--- src/hw/rtl/sapid_pkg.sv ---
// Shared types and constants for the six-axis PID controller.
package sapid_pkg;

   // Request kinds carried on req_tuser
   localparam logic FUNC_SAMPLE = 1'b0;
   localparam logic FUNC_LOAD   = 1'b1;

   // Gain selectors within one axis row of the gain table
   localparam logic [1:0] TERM_P    = 2'd0;
   localparam logic [1:0] TERM_I    = 2'd1;
   localparam logic [1:0] TERM_D    = 2'd2;
   localparam logic [1:0] TERM_NONE = 2'd3;

   // Configuration register indexes
   localparam logic CSR_INTEGRAL_LIMIT = 1'b0;
   localparam logic CSR_SAMPLE_PERIOD  = 1'b1;

   localparam int LIMIT_W  = 31;
   localparam int PERIOD_W = 24;
   localparam int DATA_W   = 32;
   localparam int AXIS_F_W = 3;
   localparam int MUL_W    = 33;
   localparam int PROD_W   = 2 * MUL_W;
   localparam int ACC_W    = 51;

   localparam logic [PERIOD_W-1:0] PERIOD_RESET = 24'd16777;

   // Write controls of a state memory
   typedef struct packed {
      logic wr_en;
      logic clear;
   } mem_ctl_type;

   typedef enum logic [5:0] {
      ST_IDLE  = 6'b000001,
      ST_INT   = 6'b000010,
      ST_PROP  = 6'b000100,
      ST_INTG  = 6'b001000,
      ST_DERIV = 6'b010000,
      ST_DONE  = 6'b100000
   } state_type;

endpackage

--- src/hw/rtl/sapid_mul.sv ---
// Shared signed 33x33 multiplier with registered product.
module sapid_mul (
   input  logic                                clock,
   input  logic                                en,
   input  logic signed [sapid_pkg::MUL_W-1:0]  op_a,
   input  logic signed [sapid_pkg::MUL_W-1:0]  op_b,
   output logic signed [sapid_pkg::PROD_W-1:0] prod
);
   import sapid_pkg::*;

   logic signed [PROD_W-1:0] prod_ff;

   always_ff @(posedge clock) begin
      if (en) begin
         prod_ff <= PROD_W'(op_a) * PROD_W'(op_b);
      end
   end

   assign prod = prod_ff;

endmodule

--- config.mk ---
export PLATFORM = sky130hd
export DESIGN_NAME = sapid_mul
export DESIGN_NICKNAME = d
export VERILOG_FILES = /design/src/hw/rtl/sapid_pkg.sv /design/src/hw/rtl/sapid_mul.sv
export SDC_FILE = /design/constraint.sdc
export NUM_CORES = 2
export LEC_CHECK = 0
export ABC_AREA = 0
export ABC_CLOCK_PERIOD_IN_PS = 15500
export BUFFER_PORTS_ARGS = -buffer_cell sky130_fd_sc_hd__buf_2
export CAP_MARGIN = 20
export CORE_ASPECT_RATIO = 2
export CORE_MARGIN = 8
export CORE_UTILIZATION = 60
export DETAILED_ROUTE_END_ITERATION = 8
export GPL_ROUTABILITY_DRIVEN = 1
export MAX_ROUTING_LAYER = met4
export PLACE_DENSITY = 0.88
export SYNTH_ARGS = -nofsm -noshare
export SYNTH_HDL_FRONTEND = slang
export SYNTH_SLANG_ARGS = --single-unit
--- constraint.sdc ---
create_clock -name clock -period 15.5 [get_ports clock]
set_input_delay 2.325 -clock clock [delete_from_list [all_inputs] [get_ports clock]]
set_output_delay 2.325 -clock clock [all_outputs]
set_load 0.02 [all_outputs]
Word level (Yosys, flattened, before mapping):

Cells that the tools add are included.

* multipliers: 1

Operator list (count)
* multiplier 33 x 33 -> 66 bit: 1

* register bits: 66
* input port bits: 68
* output and inout port bits: 66
* word-level logic and storage cells: 2

Logic depth before layout (Yosys ltp):

* depth after elaboration: 1
* depth in mapped cells: 27
* gate-level depth less buffers: 26

Worst setup path before layout:

Ideal clock, no wire load.

* path kind: in2reg
* from: input op_a[32] (netlist name)
* to: register prod_ff[62], in the netlist prod[62] (data pin)
* library setup time: 269 ps
* arrival: 9421 ps
* required time: 15231 ps
* slack: 5810 ps
* stages: 23
* buffers on the path: 2
* cells stage by stage: clkbuf_1 > nand2_1 > inv_1 > fa_1 > fa_1 > fa_1 > fa_1 > fa_1 > fa_1 > fa_1 > inv_1 > fa_1 > inv_1 > ha_1 > clkbuf_1 > and3_1 > nand3_1 > nand2b_1 > a2111oi_4 > a211oi_4 > a21o_2 > a211oi_2 > a211oi_2

* longest elaborated chain between the ends: 1

Ends and longest elaborated chain
* start: declaration: line sapid_mul.sv:5 `input logic signed [sapid_pkg::MUL_W-1:0] op_a,`
* multiplier 33 x 33 -> 66 bit: line sapid_mul.sv:15 `prod_ff <= PROD_W'(op_a) * PROD_W'(op_b);`
* end signal: assignment: line sapid_mul.sv:15
* end: declaration: line sapid_mul.sv:11 `logic signed [PROD_W-1:0] prod_ff;`

No other way between the ends.
A chain may end at the register's enable or synchronous reset.

Worst setup path after layout:

* from: input op_b[6] (netlist name)
* to: register prod_ff[62], in the netlist prod[62] (data pin)

* longest elaborated chain between the ends: 1

Ends and longest elaborated chain
* start: declaration: line sapid_mul.sv:6 `input logic signed [sapid_pkg::MUL_W-1:0] op_b,`
* multiplier 33 x 33 -> 66 bit: line sapid_mul.sv:15

No other way between the ends.

==> impl_metrics.toml <==
[setup_path]
crit_type = "in -> reg"
startpoint_type = "primary input"
critPathMaxFanout = 33
critical_path_arrival_ns = 10.54
crit_required_ns = 15.59
worst_setup_path_end_kind = "flop"

[yosys]
synth_commonest_cells = "fa_1 (1145), inv_1 (1131), and2_1 (562)"
ys_seq_area_frac = 0.04788
synth-seq-cells = 66
synth.avg_cell_area_um2 = 9.542
synth-async-reset-ratio = 0
synth_top_area_frac = 0.5537
synth_edf_count = 66
synth_cell_types = 80
synthCells = 4338
netlist_area_um2 = 41390
yosysMostFrequentCell = "fa_1"
ys.flop_type = "edfxtp_1"
yosys_warnings = 0
synth_area_leaders = "fa_1 (55%), inv_1 (10%), and2_1 (8.5%)"
synth_top_area_cell = "fa_1"
synthesis.nets = 5768

[routing]
drt-initial-drc-count = 2480
highest_layer = "met4"
drt-pass1-iter-count = 6
routed_via_density = 5.999
antenna_left = 0
met2_length_um = 69400
met3RoutedLength_um = 14790
drc = 0
wl_um = 139300
vias = 31180
wire_per_inst_um = 26.80
met1_length_um = 36950

[floorplan]
dieArea_um2 = 78160
die_w_um = 201.7
fp-row-count = 136
die_y_um = 387.5
ios = 134
initial_core_util = 0.6036
fp.coreArea_um2 = 68580

[timing]
finalCriticalPeriod_ns = 10.45
fmax_mhz = 95.72
hold_viol = 0
rsz0062_at_grt = "no"
finalMaxSlewViolations = 0
slew_headroom = 0.3332
fin_tns_setup_ns = 0
timing.final.crit_share = 0.6740
setup_viol = 0
tightest_slew_ns = 0.9990

[grt]
grt_pass1_wl_um = 209600
grt_pass1_vias = 36370
antenna_found_initial = 16
gr-total-overflow = 0
grt_max_degree = 67
track_usage = 0.3782

[run_status]
status = "complete, no violations"

[clocking]
clkTransAtPathRegs_ns = 0.07
cts_max_level = 3
post_cts_resized = 0
clock_sink_count = 66
post_cts_buffers = 0
cts-buffers-inserted = 9
holdBufCountCts = 0
cts_max_path_buffers = 2
clockRootBuffer = "clkbuf_16"
cts_tree = "built"

[placed_design]
port-buffer-count = 133
dp_hpwl_um = 104200
place.gp.congestion = 1.014

[cells_and_area]
multiInputGateArea_um2 = 34320
largest_reg_flops = 66
nets = 5710
area_growth_pct = 3.534
seqCellArea_um2 = 1982
nFillCells = 5248
final_layout_size_suffix_gt1_frac = 0.04784

[flow_run]
drv_cap = 0

[worst_hold_path]
hp-class = "in -> reg"
## logic make-up (layout without fill, tap and decap cells)
group,after synthesis,after routing,synth area share
adder cells (fa/ha/maj),1362,1362,0.6193
XOR/XNOR,68,68,0.01439
AND/OR/NAND/NOR,1271,1271,0.1553
other,0,16,0
buffers and inverters,1352,1299,0.1231
flip-flops,66,66,0.04788
AO/OA/AOI/OAI,219,219,0.04002
## path summary, 6_finish.rpt
kind                start        to  depth (start not counted)
setup / recovery  op_b[6]  prod[62]                         24
hold / removal    op_b[0]   prod[0]                          2
## area by class of cell
| type | count | area share |
|---|---|---|
| sequential | 66 | 0.04624 |
| multi-input combinational | 2920 | 0.8007 |
| antenna | 16 | 0.0009342 |
| inverter | 1131 | 0.09906 |
| tap | 897 | 0.02619 |
| clock buffer | 9 | 0.005255 |
| timing repair buffer | 152 | 0.01979 |
| clock inverter | 7 | 0.001810 |
## stage by stage
step	setup slack, ns	hold slack, ns	utilization	instances	area (um^2)
floorplan	5.810	2.438	-	4338	41390
global placement	4.957	2.769	0.6192	5164	42460
detailed placement	4.777	2.770	0.6192	5164	42460
CTS	5.141	2.669	0.6236	5180	42760
global route	4.751	2.695	0.6249	5196	42850
finish	5.053	2.700	0.6250	5198	42860
## cell usage in the layout (no fill, tap or decap), drive strengths merged, types with 6 or more instances in the layout
cell	n
inv	1133
a21o	38
ha	217
nand3	26
o31ai	7
nand2b	12
nor3	7
nor2	68
clkbuf	9
a211oi	11
xor2	25
nand4	12
and3	6
o21ai	33
a211o	6
nand2	551
fa	1145
a31oi	9
a21oi	61
o21a	6
edfxtp	66
buf	152
xnor2	43
diode	16
o21bai	11
and2	563
## metal layers
metal | vias up | global-route usage
li1 | 12300 | -
met1 | 15800 | 0.3344
met2 | 2087 | 0.6137
met3 | 1001 | 0.1262
met4 | 0 | 0.3743
met5 | - | -
## critical path: stages
cell	delay, ns
buf_2	0.61
nand2_1	0.27
inv_1	0.16
fa_1	0.44
fa_1	0.53
inv_1	0.13
fa_1	0.57
inv_1	0.09
fa_1	1.18
fa_1	0.59
fa_1	0.52
fa_1	0.50
inv_1	0.06
fa_1	0.47
inv_1	0.04
ha_1	0.45
and3_1	0.20
nand3_1	0.15
nand2b_1	0.27
a2111oi_4	0.35
a211oi_4	0.10
a21o_2	0.25
a211oi_2	0.19
a211oi_2	0.06
Power is left out: the tool's default activity adds up to more than one toggle a clock period on the data nets, which glitch-free logic cannot reach.
