### src/hw/rtl/sapid_pkg.sv
// Shared types and constants for the six-axis PID controller.
package sapid_pkg;

   // Request kinds carried on req_tuser
   localparam logic FUNC_SAMPLE = 1'b0;
   localparam logic FUNC_LOAD   = 1'b1;

   // Gain selectors within one axis row of the gain table
   localparam logic [1:0] TERM_P    = 2'd0;
   localparam logic [1:0] TERM_I    = 2'd1;
   localparam logic [1:0] TERM_D    = 2'd2;
   localparam logic [1:0] TERM_NONE = 2'd3;

   // Configuration register indexes
   localparam logic CSR_INTEGRAL_LIMIT = 1'b0;
   localparam logic CSR_SAMPLE_PERIOD  = 1'b1;

   localparam int LIMIT_W  = 31;
   localparam int PERIOD_W = 24;
   localparam int DATA_W   = 32;
   localparam int AXIS_F_W = 3;
   localparam int MUL_W    = 33;
   localparam int PROD_W   = 2 * MUL_W;
   localparam int ACC_W    = 51;

   localparam logic [PERIOD_W-1:0] PERIOD_RESET = 24'd16777;

   // Write controls of a state memory
   typedef struct packed {
      logic wr_en;
      logic clear;
   } mem_ctl_type;

   typedef enum logic [5:0] {
      ST_IDLE  = 6'b000001,
      ST_INT   = 6'b000010,
      ST_PROP  = 6'b000100,
      ST_INTG  = 6'b001000,
      ST_DERIV = 6'b010000,
      ST_DONE  = 6'b100000
   } state_type;

endpackage

### src/hw/rtl/sapid_vmem.sv
// Synchronous memory, one write and one registered read port, per-entry valid bits.
module sapid_vmem #(
   parameter int DEPTH = 6,
   parameter int WIDTH = 64,
   parameter int AW    = 3
) (
   input  logic                     clock,
   input  logic                     reset,
   input  sapid_pkg::mem_ctl_type   ctl,
   input  logic [AW-1:0]            waddr,
   input  logic [WIDTH-1:0]         wdata,
   input  logic [AW-1:0]            raddr,
   output logic [WIDTH-1:0]         rdata
);
   import sapid_pkg::*;

   logic [WIDTH-1:0] mem [DEPTH];
   logic [DEPTH-1:0] vld_ff;
   logic [WIDTH-1:0] mem_q_ff;
   logic             vld_q_ff;

   // entries not written since reset or clear read as zero
   always_ff @(posedge clock) begin
      if (reset) begin
         vld_ff <= '0;
      end else if (ctl.clear) begin
         vld_ff <= '0;
      end else if (ctl.wr_en) begin
         vld_ff[waddr] <= 1'b1;
      end
   end

   always_ff @(posedge clock) begin
      if (ctl.wr_en) begin
         mem[waddr] <= wdata;
      end
      mem_q_ff <= mem[raddr];
      vld_q_ff <= vld_ff[raddr];
   end

   assign rdata = vld_q_ff ? mem_q_ff : '0;

endmodule

### config.mk
export PLATFORM = sky130hd
export DESIGN_NAME = sapid_vmem
export DESIGN_NICKNAME = d
export VERILOG_FILES = /design/src/hw/rtl/sapid_pkg.sv /design/src/hw/rtl/sapid_vmem.sv
export SDC_FILE = /design/constraint.sdc
export NUM_CORES = 1
export LEC_CHECK = 0
export BUFFER_PORTS_ARGS = -buffer_cell sky130_fd_sc_hd__buf_2
export CORE_ASPECT_RATIO = 2
export CORE_MARGIN = 2
export CORE_UTILIZATION = 45
export DETAILED_ROUTE_END_ITERATION = 7
export GPL_TIMING_DRIVEN = 0
export HOLD_SLACK_MARGIN = 0.12
export SLEW_MARGIN = 20
export SYNTH_ARGS = -nofsm -noshare
export SYNTH_HDL_FRONTEND = slang
export SYNTH_SLANG_ARGS = --single-unit
export TNS_END_PERCENT = 10
### constraint.sdc
create_clock -name clock -period 7.39 [get_ports clock]
set_input_delay 0 -clock clock [delete_from_list [all_inputs] [get_ports clock]]
set_output_delay 0 -clock clock [all_outputs]
set_load 0.02 [all_outputs]
# Word level (Yosys, flattened, before mapping)

Memory sizes are Yosys's and may differ from the RTL's. A register that Yosys moved wholly into a read port is not among the register bits.
Index checks and enable logic that the tools add are counted.

Bits in registers: 7
Bits in writable memories: 384
Input port bits: 74
Output and inout port bits: 64
Memories kept: 1

Magnitude comparators: 3
Mux-type cells: 7
Bitwise gates (word level): 1
Reductions and logical operators: 2

Memories:

| memory | words | bits a word | rd ports | clocked after Yosys merged registers in | write ports | line             | text |
|---|---|---|---|---|---|---|---|
| mem    | 6     | 64          | 1        | 1                                       | 1           | sapid_vmem.sv:17 | `logic [WIDTH-1:0] mem [DEPTH];` |

Operator list:

| kind                                                       | count |
|---|---|
| two-way mux 64 bit                                         | 1 |
| less-than comparator 3 x 4 -> 1 bit, second input constant | 2 |
| bitwise OR 6 bit                                           | 1 |
| two-way mux 1 bit                                          | 4 |
| binary-select mux 1 bit (select 3 bit)                     | 1 |
| demux 1 bit (select 3 bit)                                 | 1 |
| >= comparator 3 x 1 -> 1 bit, second input constant        | 1 |
| OR reduction 2 bit                                         | 1 |
| logical AND 1 bit                                          | 1 |

# Logic depth before layout (Yosys ltp)

Gate-level depths: netlist of run 1.

Word-level depth: 5
Mapped depth: 6
Gate-level depth less buffers: 3

# Least setup slack after synthesis of run 1

Ideal clock, no wire load.

Kind: input to register
From: input waddr[1]
To: memory mem[4][0], enable pin
Library setup time: 582 ps
Data arrival time: 4898 ps
Path slack: 1910 ps
Cell stages on the path: 2
Path buffers: 0
Cell sequence: nand2b_1 -> nor3b_1

RTL lines:

| item        | line             | text |
|---|---|---|
| from (decl) | sapid_vmem.sv:10 | `input logic [AW-1:0] waddr,` |
| to (decl)   | sapid_vmem.sv:17 |  |

Straight into the memory's write port.

# Worst setup path in the final report of run 1

From: input waddr[1]
To: memory mem[0][31], enable pin

Straight into the memory's write port.

==> metrics list, run 1 <==
- Total congestion overflow: 0
* Multi-input gate area: 3430 sq um
- CP endpoint kind: flip-flop
* Cell repeated most along the worst path: buf_4
* CTS tree: yes
- Gates resized, CTS repair: 0
- Number of max-capacitance violations reported: 0
- Dividing the detail-routed via count by the number of cells gives 5.21.
- Of the synthesized area, sequential elements account for 0.774.
- Number of global-route vias before repair: 9278
- The initial antenna violation count was 0.
- The flow ran to the end, and the final reports show no timing, DRC or antenna violations.
- Synthesis produced a netlist with a net count of 985.
* Synth Cell Area: 16700 sq um
* Overall power consumption: 5.22 mW
- I/O pin cnt: 138
- No sink is reached through more buffers than the 3 on the longest clock path.
* Number of detailed-route iterations in the first pass: 4
- Timing-limited maximum frequency: 0.387 GHz
* Layout fillers: 2886
- Once layout is done, the placed cells without fillers occupy 20400 sq um.
- Type of the worst min-delay path: primary input to flip-flop
- The setup path with the least slack is of type primary input to flip-flop.
* Most numerous cell in the Yosys netlist: edfxtp_1
* Final weighted congestion in routability-driven placement: 0.694
* Width of the die: 140 um
- Proportion of layout cells with a drive suffix above 1: 0.220
- The first global-routing pass estimated 54200 um of wire.
- The hold violation total from the final report is 0.
* Mapped Cells: 911
- For the pin with the worst max-slew slack, the measured transition is 0.793 ns.
* WHS: 0.170 ns
- Total of warnings raised by yosys: 0
- The count of nets left with antenna violations once routing finished came out at 0.
- Worst skew pair latency: 0.54 ns
- Of the available clock period, the critical path in the final layout requires 0.350.
- The sequential cells in the finished layout cover a total of 13000 sq um.
- Area after DPL: 18400 sq um
* DRC Markers: 0
- Counting the buffers created by CTS gives 39.
- After detailed routing, the total wire length is 35800 um.
- On the critical path, the stage with the largest delay is an instance of dlygate4sd3_1.
* Cell types with the highest counts after synthesis: edfxtp_1 (384), mux2i_1 (192), dfxtp_1 (71)
* Post-CTS setup repair buffer count: 0
* Maximum number of pins on one net before global-route repair: 28
- HPWL Detailed: 23600 um
* Diode count: 0
- Setup repair after global routing left no endpoint under its margin.
- The worst-case IR drop observed on VDD is 0.203 mV.
- The detailed router finished its first iteration with 378 violations.
- For this run, the leading register cell type out of synthesis is edfxtp_1.
- Routed length per placed instance: 21.3 um
- Number of distinct library cell variants in the gate-level netlist after synthesis: 28
- Worst path cell trace: dlygate4sd3_1, buf_2, nand2b_1, nor3_2, dlygate4sd3_1, buf_4, buf_4, buf_4, buf_6, buf_4
- Height of the die: 277 um
* Number of flops mapped to enable cells by yosys: 384
- Clock tree synthesis selected as its root buffer the cell clkbuf_16.
- Final critical path time including I/O delays and setup: 2.58 ns
- After synthesis, the cell types taking the most area are edfxtp_1 (69%), mux2i_1 (11%), dfxtp_1 (8.5%).
- Nets: 1275
- The die covers 38800 sq um.
- The clock net in this run drives a total of 455 sinks.
- Area overhead of the layout relative to synthesis: 22.1%
- Once placement completed, the tool counted placed cells totaling 1537.
- Crit start category: primary input
- CTS clock-pin slew for the worst setup and hold paths: 0.07 ns
* GRT Util Overall: 0.185
* Deepest level of the CTS H-tree: 2
- Max-Slew Margin vs Limit: 0.471
* Synth Register Bits: 455
- The number of hold buffers added after CTS was 77.
- STA puts the critical path data arrival time at 2.82 ns.
- Setup violations remaining at the end of the flow were counted as 0.
* Total of buffers placed on input and output ports: 136
- For the worst setup path, the data required time is 7.62 ns.
* Async SR Flop Fraction: 0
- Placement Rows: 99
- Routed via count: 8774
* Largest stage delay on the critical path: 0.74 ns
- Of all nets on the critical path, the largest fanout is 9.
- Layout Cells excl Fill: 1684
- The number of pins exceeding their max-slew limit in the final report was 0.
- Area of the core: 36500 sq um
* Power density over the cells: 256 nW/um^2
* Setup clock skew after layout: 0.0154 ns
- Starting Density: 0.458
- Post-synth top area cell: edfxtp_1
- Post-synth top area share: 0.689
* Post-Syn Area per Cell: 18.4 sq um
- For this design the static power due to leakage is 7.79 nW.
[routing by layer]
| metal | global-route usage | wire (um) | vias up |
|---|---|---|---|
| met5 | 0 | 0 | - |
| met4 | 0.0570 | 943 | 0 |
| met3 | 0.0256 | 1180 | 56 |
| met2 | 0.372 | 20500 | 166 |
| met1 | 0.195 | 13200 | 4450 |
| li1 | - | - | 4102 |
[registers in the layout, summed over array words and instances (netlist names)]
| name | cells |
|---|---|
| vld_ff | 6 |
| mem | 384 |
| mem_q_ff | 64 |
| vld_q_ff | 1 |
[worst paths after layout]
path / start / endpoint / slack, ns / cells past startpoint
worst max register to register: vld_ff[5] / vld_q_ff / 5.85 / 4
worst min register to register: vld_ff[1] / vld_ff[1] / 0.46 / 1
worst min-delay path: raddr[0] / mem_q_ff[5] / 0.17 / 5
worst max-delay path: waddr[1] / mem[0][31] / 4.81 / 10
[final cells by class]
| type | instances | area share |
|---|---|---|
| clock inverter | 19 | 0.00845 |
| sequential | 455 | 0.634 |
| inverter | 1 | 0.000184 |
| tap | 454 | 0.0278 |
| timing repair buffer | 249 | 0.0910 |
| clock buffer | 51 | 0.0521 |
| multi-input combinational | 406 | 0.168 |
| buffer | 49 | 0.0184 |
[critical path, delay by kind of cell]
kind | cells | cell delay (ns)
simple gates | 2 | 0.38
buf+inv | 8 | 2.44
[stage by stage]
stage	setup TNS, ns	setup slack (ns)	util
finish	0	4.81	0.559
global route	0	4.69	0.559
CTS	0	4.78	0.559
detailed placement	0	5.21	0.504
global placement	-432.76	-2.96	0.492
floorplan	0	1.91	-
[cells by family after synthesis]
family	synth area share
AO/OA/AOI/OAI	0.0579
flip-flops	0.774
multiplexers	0.117
buffers and inverters	0.0227
AND/OR/NAND/NOR	0.0282
[report_power, final]
part / total, mW / switching [mW] / internal (mW) / leakage (nW)
Combinational: 0.311 / 0.172 / 0.139 / 3.10
Sequential: 2.91 / 0.0242 / 2.89 / 4.08
Clock: 2.00 / 0.876 / 1.12 / 0.605
[placed cells by master (no fill, tap or decap), drive strengths merged, types with 6 or more instances in the layout]
cell type and n:
clkinv 16, and2 64, edfxtp 384, o21a 6
buf 199, clkbuf 73, a22o 64, mux2i 192
a21oi 64, dlygate4sd3 77, dfxtp 71
No activity file was read; power rests on OpenSTA's default activity.
==> run 2, diff against run 1 <==
--- a/config.mk
+++ b/config.mk
@@ -12,6 +12,7 @@
 export DETAILED_ROUTE_END_ITERATION = 7
 export GPL_TIMING_DRIVEN = 0
 export HOLD_SLACK_MARGIN = 0.12
+export PLACE_DENSITY = 0.65
 export SLEW_MARGIN = 20
 export SYNTH_ARGS = -nofsm -noshare
 export SYNTH_HDL_FRONTEND = slang
==> constraint.sdc (replaced) <==
create_clock -name clock -period 2.1 [get_ports clock]
set_input_delay 0 -clock clock [delete_from_list [all_inputs] [get_ports clock]]
set_output_delay 0 -clock clock [all_outputs]
set_load 0.02 [all_outputs]
==> run 2 against run 1 <==
Net effect:
- via count fell by 0.27%
- clock skew fell by 0.0063 ns
- hold slack improved by 0.017 ns
- register-to-register slack got worse by 5.3 ns
- non-clock buffer count fell by 13
- critical path type is now flip-flop to primary output
- die area did not move
- design area rose by 0.30%
==> metrics list, run 2 (same netlist as run 1, synthesis figures left out) <==
- Area of the core: 36500 sq um (unchanged)
* Number of detailed-route iterations in the first pass: 7 (+3)
* GRT Util Overall: 0.181 (-0.00391)
* Biggest register: mem
- Maximum number of pins on one net before global-route repair: 36 (+29%)
- Post-CTS setup repair buffer count: 0 (unchanged)
- In the final layout, the registers with the most flip-flops are mem x384, mem_q_ff x64, vld_ff x6.
- Met3 track utilization from global routing: 0.0266 (+0.00104)
* Proportion of layout cells with a drive suffix above 1: 0.216 (-0.00422)
- Total Wirelength: 34700 um (-3.0%)
- Relative to the synthesized area, the layout overhead comes to 22.5%.
- Type of the worst min-delay path: primary input to flip-flop
- Status: finished clean
- The global placer's final weighted congestion was 0.709 (+2.2%).
- Critical path type: flip-flop to primary output
- The number of buffer cells added on primary ports is 136 (unchanged).
* Max Root-Sink Buffers: 3 (unchanged)
* Final Core Density: 0.561 (+0.00168)
- Most frequent cells in the layout: edfxtp_1 (384), mux2i_1 (192), buf_2 (139)
* Share of power burned in registers: 0.555 (-0.002)
- The met1 routing resource usage after global routing is 0.197 (+0.00210).
* Most common cell after layout, fill and taps aside: edfxtp_1
- The number of vias after detailed routing was 8750 (-0.27%).
- Sum Neg Setup Slack: 0 ns (unchanged)
- The critical path required time is 2.10 ns (-5.52 ns).
- The met2 track demand over resource in global routing came to 0.342 (-0.0298).
- The number of rows created at floorplan was 99 (unchanged).
* Combinational group share of total power: 0.059 (about the same)
* Sw Pwr: 3.69 mW (+240%)
* Largest stage delay on the critical path: 0.52 ns (-0.22 ns)
- The area of all placed cells without fillers came to 20500 sq um (+0.30%).
- DRC Markers: 0 (unchanged)
- Static leakage: 7.77 nW (-0.24%)
* Worst path cell trace: clkbuf_1, and2_1, buf_2
- Worst skew pair latency: 0.53 ns (about the same)
* Starting DRC count in detailed routing: 440 (+16%)
- Final-report hold violation count: 0 (unchanged)
* Area after DPL: 18500 sq um (+0.24%)
- STA classifies the critical path startpoint as a flip-flop.
* Deepest level of the CTS H-tree: 2 (unchanged)
- Initial antenna violation count: 4 (+4)
- The number of setup violations in the final report was 0 (unchanged).
- CTS clock-pin slew for the worst setup and hold paths: 0.06 ns (about the same)
* CP delay by family, top: buffers and inverters
* Final count of pins violating max slew: 0 (unchanged)
* CP endpoint kind: primary output
- Number of buffers and inverters on the critical path: 2 (-6)
* Slew at the pin closest to its max-slew limit: 0.828 ns (+0.0344 ns)
* Inserted Clock Buffers: 38 (-2.6%)
* Layout fillers: 2807 (-2.7%)
* Number of flip-flops in the largest register: 384 (unchanged)
- Max-Slew Margin vs Limit: 0.448 (-0.0229)
- Total congestion overflow: 0 (unchanged)
- The internal power summed over all cells was 14.8 mW (+260%).
- Clock root buffer master: clkbuf_16
- Nets: 1261 (-1.1%)
* IR Drop Worst-Case VDD: 0.532 mV (+160%)
* Per-cell via count in the routed design: 5.22 (+0.26%)
- Timing-limited maximum frequency: 0.521 GHz
- The worst path needs 1.92 ns of the cycle, external delays included.
- The largest fanout of any net on the critical path was 10 (+1).
- CTS tree: yes
* Period Utilization, post-route: 0.914
- WHS: 0.187 ns (+0.0169 ns)
- Critical path depth: 3 (-7)
* Width of the die: 140 um (unchanged)
* HPWL Detailed: 22900 um (-3.0%)
* Critical path's slowest cell: dfxtp_2
- I/O pin cnt: 138 (unchanged)
- Wire length of the first global-routing pass: 53100 um (-2.1%)
* Num Clock Sinks: 455 (unchanged)
- The clock share of power was 0.386 (+0.003).
* Power density over the cells: 901 nW/um^2 (+250%)
- The routed length per instance is 20.7 um (-2.5%).
- The arrival time reported for the critical path endpoint came to 1.92 ns (-0.90 ns).
- The number of cell instances on the worst register-to-register path is 4 (unchanged).
- The die extent in y is 277 um (unchanged).
- Starting Density: 0.458 (unchanged)
- Unrepaired setup endpoints after global routing: false
- The full die area was 38800 sq um (unchanged).
- Number of global-route vias before repair: 9262 (-0.17%)
- The final clock skew was 0.00913 ns (-0.00626 ns).
- Number of max-capacitance violations reported: 0 (unchanged)
- The switching portion of total power was 0.200 (-0.00535).
- The hold-critical path depth was 5 (unchanged).
* GRT busiest layer: met2
- Remaining antenna violation count: 0 (unchanged)
## run 2: path summary, 6_finish.rpt
check	slack, ns	start	endpoint
max	0.18	vld_q_ff	rdata[53]
min	0.19	raddr[0]	mem_q_ff[2]
max reg2reg	0.57	vld_ff[5]	vld_q_ff
min reg2reg	0.47	vld_ff[4]	vld_ff[4]
## run 2: layer usage
metal	share of wire	wire (um)
met1	0.36	12600
met2	0.56	19400
met3	0.041	1440
met4	0.039	1370
met5	0	0
## run 2: final cells by class
| class | count | area, sq um | area share |
|---|---|---|---|
| diodes | 4 | 10.0 | 0.000489 |
| clock buffers | 55 | 1090 | 0.0531 |
| plain buffers | 48 | 373 | 0.0182 |
| multi-input cells | 406 | 3460 | 0.169 |
| inverters | 1 | 3.75 | 0.000183 |
| flip-flops and latches | 455 | 13000 | 0.632 |
| well taps | 454 | 568 | 0.0277 |
| repair buffers | 237 | 1860 | 0.0907 |
| clock inverters | 15 | 176 | 0.00861 |
## run 2: through the flow
step,cells,power [mW],worst slack (ns)
after floorplan,911,11.0,-0.193
after global placement,1501,11.4,-1.94
after detailed placement,1527,11.4,0.195
after CTS,1672,18.6,0.00519
after global routing,1675,19.0,0.0513
final,1675,18.5,0.181
## run 2: worst register-to-register path, delay by kind of cell, from the launching register on
family,cells,cell delay [ns]
multiplexers,1,0.46
AO/OA/AOI/OAI,1,0.05
flip-flops,1,0.31
buffers and inverters,2,0.61
## run 2: repair_timing
action | CTS | global route
endpoints found under the setup margin | 60 | 8
hold endpoints to repair | 464 | 0
resized for setup | 1 | 0
gates cloned | 0 | 0
hold buffers | 76 | 0
pin swaps | 0 | 0
## run 2: power by group through the flow
| stage | Combinational, mW | Clock [mW] | Sequential, mW |
|---|---|---|---|
| 6_report | 1.10 | 7.12 | 10.2 |
| 5_1_grt | 1.19 | 7.58 | 10.3 |
| 4_1_cts | 1.11 | 7.24 | 10.2 |
| 3_5_place_dp | 0.998 | 0 | 10.4 |
| 3_3_place_gp | 0.922 | 0 | 10.4 |
| 2_1_floorplan | 0.581 | 0 | 10.4 |
==> run 3, diff against run 2 <==
--- a/config.mk
+++ b/config.mk
@@ -5,6 +5,7 @@
 export SDC_FILE = /design/constraint.sdc
 export NUM_CORES = 1
 export LEC_CHECK = 0
+export ABC_AREA = 1
 export BUFFER_PORTS_ARGS = -buffer_cell sky130_fd_sc_hd__buf_2
 export CORE_ASPECT_RATIO = 2
 export CORE_MARGIN = 2
==> run 3 against run 2 <==
Net effect:
- sequential cell count did not move
- wire length rose by 17%
- hold slack got worse by 0.055 ns
- global-route usage rose by 2.6 points
- clock-buffer cell count fell by 4
- die area rose by 1.6%
- sequential share of layout area rose by 0.25 points
- utilization fell by 1.3 points
- critical path type is now primary input to flip-flop
- combinational power rose by 21%
==> metrics list, run 3 <==
- Status: finished clean
- Reg2reg path depth: 3 (-1)
- Total Wirelength: 40700 um (+17%)
- Sum Neg Setup Slack: 0 ns (unchanged)
- The reg2reg setup slack was 0.98 ns (+0.41 ns).
- The number of warning messages in the yosys log came to 0 (unchanged).
- The I/O pin total was 138 (unchanged).
- The global-route usage over all layers was 0.208 (+0.0265).
* Setup clock skew after layout: 0.0175 ns (+0.00832 ns)
- The count of fill cells added during filler insertion came to 3085 (+9.9%).
* DRC Markers: 0 (unchanged)
- The worst slack on hold paths came to 0.132 ns (-0.0554 ns).
- The worst hold path belongs to the class primary input to flip-flop.
* Hold-critical path depth: 6 (+1)
- Number of flip-flops in the largest register: 384 (unchanged)
- Primary flip-flop cell chosen by synthesis mapping: edfxtp_1
- The max-cap check violation count came to 0 (unchanged).
- Nets: 1748 (+39%)
- Ranked by total cell area, the synthesized netlist is headed by edfxtp_1 (68%), nand2_1 (8.8%), dfxtp_1 (8.4%).
- In this run the critical register-to-register path is captured at vld_ff[4].
- The number of flip-flops and latches in the synthesized netlist is 455 (unchanged).
- The path with the worst hold slack has its endpoint at mem_q_ff[23].
- The cell area after synthesis was 17000 sq um (+1.6%).
* Initial antenna violation count: 1 (-3)
- Critical path depth: 7 (+4)
* Area overhead of the layout relative to synthesis: 20.1%
- Number of buffers and inverters on the critical path: 5 (+3)
- The standby leakage power was 8.27 nW (+6.4%).
* Arrival @ worst endpoint: 2.16 ns (+0.24 ns)
- The share of synthesized area occupied by flip-flops and latches is 0.762 (-0.0122).
* CTS clock-pin slew for the worst setup and hold paths: 0.07 ns (about the same)
* Maximum number of pins on one net before global-route repair: 42 (+17%)
* Cell repeated most along the worst path: dlygate4sd3_1
- Cell types with the highest counts after synthesis: nand2_1 (400), edfxtp_1 (384), nand3_1 (194)
- Inserted Clock Buffers: 37 (-2.6%)
- Number of detailed-route iterations in the first pass: 7 (unchanged)
- TritonCTS built the clock tree.
- Hold path startpoint: raddr[0]
- Starting Density: 0.456 (-0.00196)
* Largest stage delay on the critical path: 0.58 ns (+0.06 ns)
* Total of buffers placed on input and output ports: 136 (unchanged)
* Biggest register: mem
* Post-Syn Area per Cell: 12.0 sq um (-35%)
* Critical path type: primary input to flip-flop
- Worst skew pair latency: 0.54 ns (about the same)
- The first-pass GRT wire length was 62000 um (+17%).
- Period Utilization, post-route: 0.926 (+0.0125)
- The number of global-route vias before repair came to 11399 (+23%).
* Post-Place Cells: 2016 (+32%)
* Num Clock Sinks: 455 (unchanged)
- CP delay by family, top: buffers and inverters
- Width of the die: 141 um (+0.77%)
* Layout Cells excl Fill: 2162 (+29%)
- Crit start category: primary input
* CP endpoint kind: flip-flop
- Timing-limited maximum frequency: 0.514 GHz (-1.4%)
- Overall die area: 39400 sq um (+1.6%)
- Async SR Flop Fraction: 0 (unchanged)
* Power density over the cells: 907 nW/um^2 (+0.68%)
* Total congestion overflow: 0 (unchanged)
- Final setup violation count: 0 (unchanged)
- Number of distinct library cell variants in the gate-level netlist after synthesis: 17 (-39%)
- Largest fanout on the critical path: 39 (+29)
* Overall power consumption: 18.5 mW (+0.28%)
* Post-synth top area share: 0.678 (-0.0109)
- Per-cell via count in the routed design: 5.15 (-1.3%)
* Deepest level of the CTS H-tree: 2 (unchanged)
* Post-synth top area cell: edfxtp_1
* Height of the die: 279 um (+0.78%)
- The slowest stage of the critical path is the dlygate4sd3_1 cell.
* Slew at the pin closest to its max-slew limit: 0.768 ns (-0.0595 ns)
- The core box area is 37300 sq um (+2.0%).
- The half-perimeter wire length of the detailed placement result is 25800 um (+12%).
- Mapped Cells: 1415 (+55%)
* Biggest registers after layout: mem x384, mem_q_ff x64, vld_ff x6
* Routed via count: 11144 (+27%)
- Max Root-Sink Buffers: 3 (unchanged)
- The count of flip-flops with a built-in enable after synthesis was 384 (unchanged).
- Final critical path time including I/O delays and setup: 1.95 ns (+0.0263 ns)
* Most numerous cell in the Yosys netlist: nand2_1
* Worst path cell trace: dlygate4sd3_1, buf_2, nor2_1, dlygate4sd3_1, nand2_1, inv_4, buf_16
- Startpoint of the worst register-to-register path: vld_ff[4]
- The DRC violation total after the first TritonRoute iteration was 790 (+80%).
- The number of pins exceeding their max-slew limit in the final report was 0 (unchanged).
- Proportion of layout cells with a drive suffix above 1: 0.150 (-0.0663)
- Clock tree synthesis selected as its root buffer the cell clkbuf_16.
* Final weighted congestion in routability-driven placement: 0.780 (+10%)
- Max-Slew Margin vs Limit: 0.488 (+0.0396)
- Most frequent cells in the layout: nand2_1 (400), edfxtp_1 (384), nand3_1 (194)
* Final-report hold violation count: 0 (unchanged)
- The remaining number of nets flagged by the antenna check after routing came to 0 (unchanged).
- Post-Syn Nets: 1489 (+51%)
- The routed length per instance is 18.8 um (-9.2%).
* Unrepaired setup endpoints after global routing: false
- The final standard cell utilization of the core was 0.547 (-0.0133).
- Leaving out fill and tap cells, the most frequent cell in the layout is nand2_1.
* Critical Path RT: 2.32 ns (+0.22 ns)
* Placement Rows: 100 (+1.0%)
- IR Drop Worst-Case VDD: 0.534 mV (+0.30%)
[run 3: changes by cell type in the layout (fill, tap and decap cells not counted), sizes merged, moves of 85 or more]
cell   delta
nand2   +398
nand3   +194
mux2i   -192
nor2    +128
inv      +85
[run 3: worst max path at each step]
stage,start,end,slack (ns)
6_report,waddr[1],mem[5][53],0.15
5_1_grt,waddr[2],mem[5][10],0.03
4_1_cts,vld_q_ff,rdata[54],0.004
3_5_place_dp,vld_q_ff,rdata[54],0.17
3_3_place_gp,waddr[0],mem[2][31],-1.17
2_1_floorplan,ctl[1],mem[0][0],0.18
[run 3: what timing repair did]
item / in CTS / in global routing
gates resized for setup: 6 / 3
hold endpoints to repair: 395 / 0
setup buffers: 0 / 0
endpoints found under the setup margin: 60 / 69
hold buffers: 79 / 0
[run 3: cell type report]
class | count | area, sq um | area share
clock buffers | 51 | 1030 | 0.0505
inverters | 83 | 334 | 0.0164
well taps | 459 | 574 | 0.0281
diodes | 1 | 2.50 | 0.000123
multi-input cells | 798 | 3330 | 0.163
flip-flops and latches | 455 | 13000 | 0.635
repair buffers | 221 | 1610 | 0.0787
clock inverters | 16 | 171 | 0.00840
plain buffers | 78 | 403 | 0.0197
[run 3: per-layer routing]
metal  GRT usage  wire (um)  vias to the layer above
li1            -          -                     5312
met1       0.221      14700                     5354
met2       0.395      22300                      370
met3      0.0266       1960                      108
met4       0.106       1760                        0
met5           0          0                        -
[run 3: where the power goes]
part	internal [mW]	switching [mW]
Combinational	0.447	0.884
Sequential	10.2	0.0927
Clock	3.85	3.08
Total	14.4	4.06
[run 3: logic make-up after synthesis]
| group | count (synthesis) | share of synthesized area |
|---|---|---|
| AOI/OAI and AO/OA | 70 | 0.0206 |
| DFF | 455 | 0.762 |
| buffers and inverters | 162 | 0.0420 |
| and+or+nand+nor | 728 | 0.175 |
[run 3: worst min-delay path, stage by stage]
cell	delay [ns]
buf_4	0.15
buf_2	0.21
nor2_1	0.12
nor2_1	0.04
o21ai_0	0.06
nand2_1	0.05
[run 3: metrics by stage]
stage	instance area (sq um)	setup slack, ns
6_report	20400	0.154
5_1_grt	20400	0.0281
4_1_cts	20400	0.00427
3_5_place_dp	18400	0.170
3_3_place_gp	18300	-1.17
2_1_floorplan	17000	0.184
